[src/rtl/jis_pkg.sv]
// package: shared types and constants of the jacobi solver
package jis_pkg;
  localparam int MaxSize = 16;
  localparam int IdxW = 4;

  typedef enum logic [1:0] {
    MODE_MAT = 2'd0,
    MODE_RHS = 2'd1,
    MODE_EST = 2'd2,
    MODE_START = 2'd3
  } mode_t;

  typedef enum logic [1:0] {
    ST_CONV = 2'd0,
    ST_LIMIT = 2'd1,
    ST_ZDIAG = 2'd2
  } status_t;

  typedef enum logic [1:0] {
    CFG_SIZE = 2'd0,
    CFG_TOL = 2'd1,
    CFG_MAXIT = 2'd2
  } cfg_idx_t;

  // divider control and status
  typedef struct packed {
    logic        start;
    logic [63:0] num;
    logic [31:0] den;
  } div_req_t;

  typedef struct packed {
    logic        done;
    logic [31:0] quo;
  } div_rsp_t;
endpackage

[src/rtl/jis_divider.sv]
// divider: signed restoring division, one quotient bit per cycle, saturated to 32 bits
module jis_divider (
  input  logic              clk,
  input  logic              rst_n,
  input  jis_pkg::div_req_t req,
  output jis_pkg::div_rsp_t rsp
);
  logic [63:0] a_r, a_nxt;
  logic [64:0] rem_r, rem_nxt;
  logic [31:0] d_r;
  logic        neg_r;
  logic        busy_r;
  logic        done_r;
  logic [6:0]  cnt_r;
  logic [64:0] trial;
  logic [63:0] qabs;
  logic signed [64:0] qs;
  logic [31:0] quo;

  assign trial = {rem_r[63:0], a_r[63]} - {33'd0, d_r};
  assign rem_nxt = trial[64] ? {rem_r[63:0], a_r[63]} : trial;
  assign a_nxt = {a_r[62:0], ~trial[64]};
  assign qabs = a_r;
  assign qs = neg_r ? -$signed({1'b0, qabs}) : $signed({1'b0, qabs});
  assign rsp = {done_r, quo};

  // iterate over the quotient bits
  always_ff @(posedge clk) begin
    if (!rst_n) begin
      busy_r <= 1'b0;
      cnt_r <= '0;
      done_r <= 1'b0;
    end else begin
      done_r <= 1'b0;
      if (req.start) begin
        busy_r <= 1'b1;
        cnt_r <= 7'd64;
      end else if (busy_r) begin
        cnt_r <= cnt_r - 7'd1;
        if (cnt_r == 7'd1) begin
          busy_r <= 1'b0;
          done_r <= 1'b1;
        end
      end
    end
  end

  // datapath
  always_ff @(posedge clk) begin
    if (req.start) begin
      a_r <= req.num[63] ? -req.num : req.num;
      d_r <= req.den[31] ? -req.den : req.den;
      neg_r <= req.num[63] ^ req.den[31];
      rem_r <= '0;
    end else if (busy_r) begin
      a_r <= a_nxt;
      rem_r <= rem_nxt;
    end
  end

  // saturate the finished quotient
  always_comb begin
    if (qs > 65'sh7FFFFFFF) quo = 32'h7FFFFFFF;
    else if (qs < -65'sh80000000) quo = 32'h80000000;
    else quo = qs[31:0];
  end
endmodule

[config.mk]
export PLATFORM = sky130hd
export DESIGN_NAME = jis_divider
export DESIGN_NICKNAME = d
export VERILOG_FILES = /design/src/rtl/jis_pkg.sv /design/src/rtl/jis_divider.sv
export SDC_FILE = /design/constraint.sdc
export NUM_CORES = 1
export LEC_CHECK = 0
export BUFFER_PORTS_ARGS = -buffer_cell sky130_fd_sc_hd__buf_2
export CELL_PAD_IN_SITES_DETAIL_PLACEMENT = 0
export CELL_PAD_IN_SITES_GLOBAL_PLACEMENT = 1
export CORE_AREA = 4 4 173 175
export DETAILED_ROUTE_END_ITERATION = 8
export DIE_AREA = 0 0 177 179
export GPL_TIMING_DRIVEN = 0
export HOLD_SLACK_MARGIN = 0.05
export PLACE_DENSITY = 0.86
export SLEW_MARGIN = 20
export SYNTH_ARGS = -nofsm -noshare
export SYNTH_HDL_FRONTEND = slang
export SYNTH_SLANG_ARGS = --single-unit
[constraint.sdc]
create_clock -name clk -period 5.8 [get_ports clk]
set_clock_uncertainty 0.2 [all_clocks]
set_input_delay 0.29 -clock clk [delete_from_list [all_inputs] [get_ports clk]]
set_output_delay 0.29 -clock clk [all_outputs]
set_load 0.05 [all_outputs]
# --- Word level (Yosys, flattened, before mapping) ---
# Index checks and enable logic that the tools add are counted.
word_totals:
  register_bits: 170
  latch_bits: 0
  ramBits: 0
  romBits: 0
  input_bits: 99
  word_cells: 38
  n_memories: 0
op_classes:
  addsub: 5
  mul: 0
  n_div: 0
  order_cmp: 2
  n_eq_ne: 1
  shifts: 0
  mux: 14
  bitwise: 4
  reduce_logical: 3
ops:
  columns: ["operator", "n"]
  rows:
  - ["64-bit two-way mux", 4]
  - ["65-bit by 32-bit greater-than comparator with 1-bit output, second input constant", 1]
  - ["65-bit by 32-bit < comparator with 1-bit output, second input constant", 1]
  - ["65-bit two-way mux", 1]
  - ["64-bit negation with 65-bit output", 1]
  - ["65-bit by 32-bit subtractor with 65-bit output", 1]
  - ["32-bit two-way mux", 2]
  - ["64-bit negation", 1]
  - ["32-bit negation", 1]
  - ["31-bit two-way mux", 1]
  - ["7-bit two-way mux", 2]
  - ["7-bit by 1-bit equality test with 1-bit output, second input constant", 1]
  - ["7-bit by 1-bit subtractor with 7-bit output, second input constant", 1]
  - ["1-bit two-way mux", 4]
  - ["1-bit NOT", 3]
  - ["3-bit OR reduction", 1]
  - ["2-bit nonzero test", 1]
  - ["2-bit OR reduction", 1]
  - ["1-bit bitwise XOR", 1]

# --- Logic depth before layout (Yosys ltp) ---
logic_depth:
  word_depth: 5
  depth_mapped: 14
  mapped_depth_nobuf: 12

# --- Worst setup path before layout ---
# No wires, ideal clock.
synth_path:
  path_kind: "flip-flop to output port"
  start: "register a_r[30]"
  end: "output rsp[10] (netlist bit)"
  t_arrival_ns: 4.231
  t_required_ns: 5.310
  slack_ns: 1.079
  path_stages_with_launch: 12
  n_path_buf: 2
  cell_sequence: "edfxtp_1 -> or4_4 -> or4_4 -> or3_1 -> buf_2 -> or3_4 -> xnor2_1 -> o31a_1 -> a2111oi_0 -> nand2_1 -> clkbuf_1 -> o221ai_1"
synth_lines:
  columns: ["element", "line", "text"]
  rows:
  - ["start, declared", "jis_divider.sv:8", "logic [63:0] a_r, a_nxt;"]
  - ["start signal, assigned", "jis_divider.sv:51", "a_r <= req.num[63] ? -req.num : req.num;"]
  - ["start signal, assigned", "jis_divider.sv:56", "a_r <= a_nxt;"]
  - ["end, declared", "jis_divider.sv:6", "output jis_pkg::div_rsp_t rsp"]

==> reports/qor.yml <==
critical_path_required_ns: 5.31
portBuffers: 130
worst_hold_path.num_cells: 3
setup_viol: 0
antenna_cells: 0
dp_hpwl_um: 35000
ant_nets: 0
clkPwrFrac_pct: 28.6
first_iter_violations: 1427
grt_pass1_wl_um: 72000
crit_type: "register to primary output"
min_period_ns: 5.54
design.core.area_um2: 28500
swShare_pct: 37.3
netlist_instances: 1712
min_period_over_period_pct: 95.5
clock-sinks: 170
hold_path_end: "a_r[37]"
seqPwrFrac_pct: 37.1
crit_path_start: "a_r[28]"
setup.worst_path.start_class: "register"
end_kind: "primary output"
start_util_pct: 49.1
total_power_mw: 4.21
clk_path_buf_depth: 2
htree_levels: 4
synth_top_area_share_pct: 20.8
slew_headroom_pct: 38.8
antenna_found_initial: 0
syn_to_final_growth_pct: 15.5
synth_fp_nets: 1849
totalWireLength_um: 45900
r2r_cells: 13
wire_per_inst_um: 20.0
mostFrequentLayoutCells: "nor2_1 (173), nand2_1 (159), buf_2 (145), a21oi_1 (103), edfxtp_1 (97)"
synth_flop_cell: "edfxtp_1"
grt_pass1_vias: 13433
cp.arrival_ns: 5.05
ys_seq_area_share_pct: 31.3
reg2reg_to: "rem_r[36]"
nets: 2038
tightest_slew_ns: 0.918
grt_overflow_total: 0
dieArea_um2: 31700
comb_power_share_pct: 34.3
whs_ns: 0.0560
rrSetupSlack_ns: 1.04
grt_setup_unrepaired: "no"
gp_congestion: 0.943
r2r-start: "a_r[63]"
yosysTopAreaCell: "edfxtp_1"
hold_violations: 0
final_max_slew_viol_count: 0
synthArstFlopShare_pct: 0
vias: 14258
p_int_mw: 2.64
yosysWarnings: 0
avgSynthCellArea_um2: 8.17
min_path_type: "input port to register"
clock_latency_ns: 0.44
die_x_um: 177
synth-edff-count: 97
p_switching_mw: 1.57
leakage_nw: 5.84
min_from: "req[69]"
ioPinCount: 132
vdd_drop_max_v: 0.000197
root_buffer: "clkbuf_16"
cts.clk_slew.worst_paths_ns: 0.08
drv_cap: 0
netlist_top_cells_area: "edfxtp_1 (21%), dfxtp_1 (10%), xnor2_1 (5.6%)"
drt-pass1-iter-count: 5
rows: 62
mostFrequentLayoutCell: "nor2_1"
cts_tree: "built"
syn_area_um2: 14000
fmax_ghz: 0.181
synth_seq_cells: 170
grtUsageTotal_pct: 28.4
drive_above_1_share_pct: 12.3
status: "finished clean"
ys_types: 81
via_per_inst: 6.20
drc: 0
grt_max_degree: 39
cts-buffers-inserted: 17
powerDensity_nw_per_um2: 261
cp_max_fo: 10
die_h_um: 179
==> registers in the layout, indices dropped and copies added, names as in the netlist <==
register and count:
a_r 64, rem_r 64, d_r 32, cnt_r 7, busy_r 1, done_r 1
neg_r 1
==> cells in the mapped netlist, types with 24 or more instances <==
library cell,n
nor2_1,173
nand2_1,159
a21oi_1,103
edfxtp_1,97
clkbuf_1,89
xnor2_1,89
o21ai_0,80
xor2_1,77
dfxtp_1,73
inv_1,65
nand3_1,53
o31ai_1,52
or3_1,50
or4_1,49
a311oi_1,43
nor3_1,41
ha_1,37
o41ai_1,36
nor4_1,31
o221ai_1,30
nand4_1,25
a21o_1,24
==> worst max-delay path: stages, from the launching register on <==
cell and delay, ns:
edfxtp_1 0.50, or4_4 0.57, or4_4 0.51, nor3_1 0.71
a31o_2 0.29, xnor2_1 0.12, o2111ai_1 0.20, nor4_2 0.63
clkbuf_1 0.45, nand3_1 0.13, o221ai_1 0.19, buf_2 0.30
==> power groups by stage <==
stage	logic, mW	clock network, mW	registers, mW
2_1_floorplan	1.04	0	1.54
3_3_place_gp	1.38	0	1.58
3_5_place_dp	1.40	0	1.58
4_1_cts	1.43	1.21	1.56
5_1_grt	1.58	1.26	1.58
6_report	1.44	1.20	1.56
==> metal layers <==
layer	track usage [%]	share of wire [%]	vias up
li1	-	-	6864
met1	37.3	43	6732
met2	47.2	47	558
met3	4.30	6.5	104
met4	11.2	3.8	0
met5	0	0	-
==> cell type report <==
cell class / instances / area [um^2]
repair buffers: 170 / 1050
fillers: 2711 / 12300
multi-input cells: 1363 / 8920
inverters: 65 / 246
well taps: 384 / 480
plain buffers: 114 / 479
flip-flops and latches: 170 / 4370
clock inverters: 13 / 166
clock buffers: 19 / 433
==> repair_timing <==
action                                 in CTS  in global routing
hold buffers                               34                  0
pin swaps                                   0                  1
setup endpoints to repair                  30                 30
endpoints found under the hold margin      36                  0
resized for setup                           1                  2
setup buffers                               0                  4
==> cell families after synthesis <==
kind of cell | count (synthesis) | synth area share, %
xor gates and xnor gates | 166 | 10.4
muxes | 15 | 1.12
AOI/OAI and AO/OA | 476 | 24.1
buffers and inverters | 179 | 5.17
DFF | 170 | 31.3
and+or+nand+nor | 668 | 24.4
adders and majority gates | 38 | 3.45
==> per-stage QoR <==
stage               cell area [um^2]  setup slack (ns)  utilization [%]  instances  setup TNS, ns
global placement               15100           -0.0995             53.1       2226          -2.26
floorplan                      14000              1.08                -       1712              0
finish                         16100             0.261             56.7       2298              0
CTS                            16100             0.100             56.5       2294              0
global route                   16100            0.0778             56.7       2298              0
detailed placement             15100             0.320             53.2       2228              0
==> worst max-delay path by stage <==
stage                     endpoint  slack (ns)
after floorplan            rsp[10]        1.08
after global placement     rsp[10]        -0.1
final                       rsp[2]        0.26
after global routing        rsp[2]        0.08
after CTS                   rsp[2]        0.10
after detailed placement    rsp[2]        0.32
(Power assumes the default switching activity.)
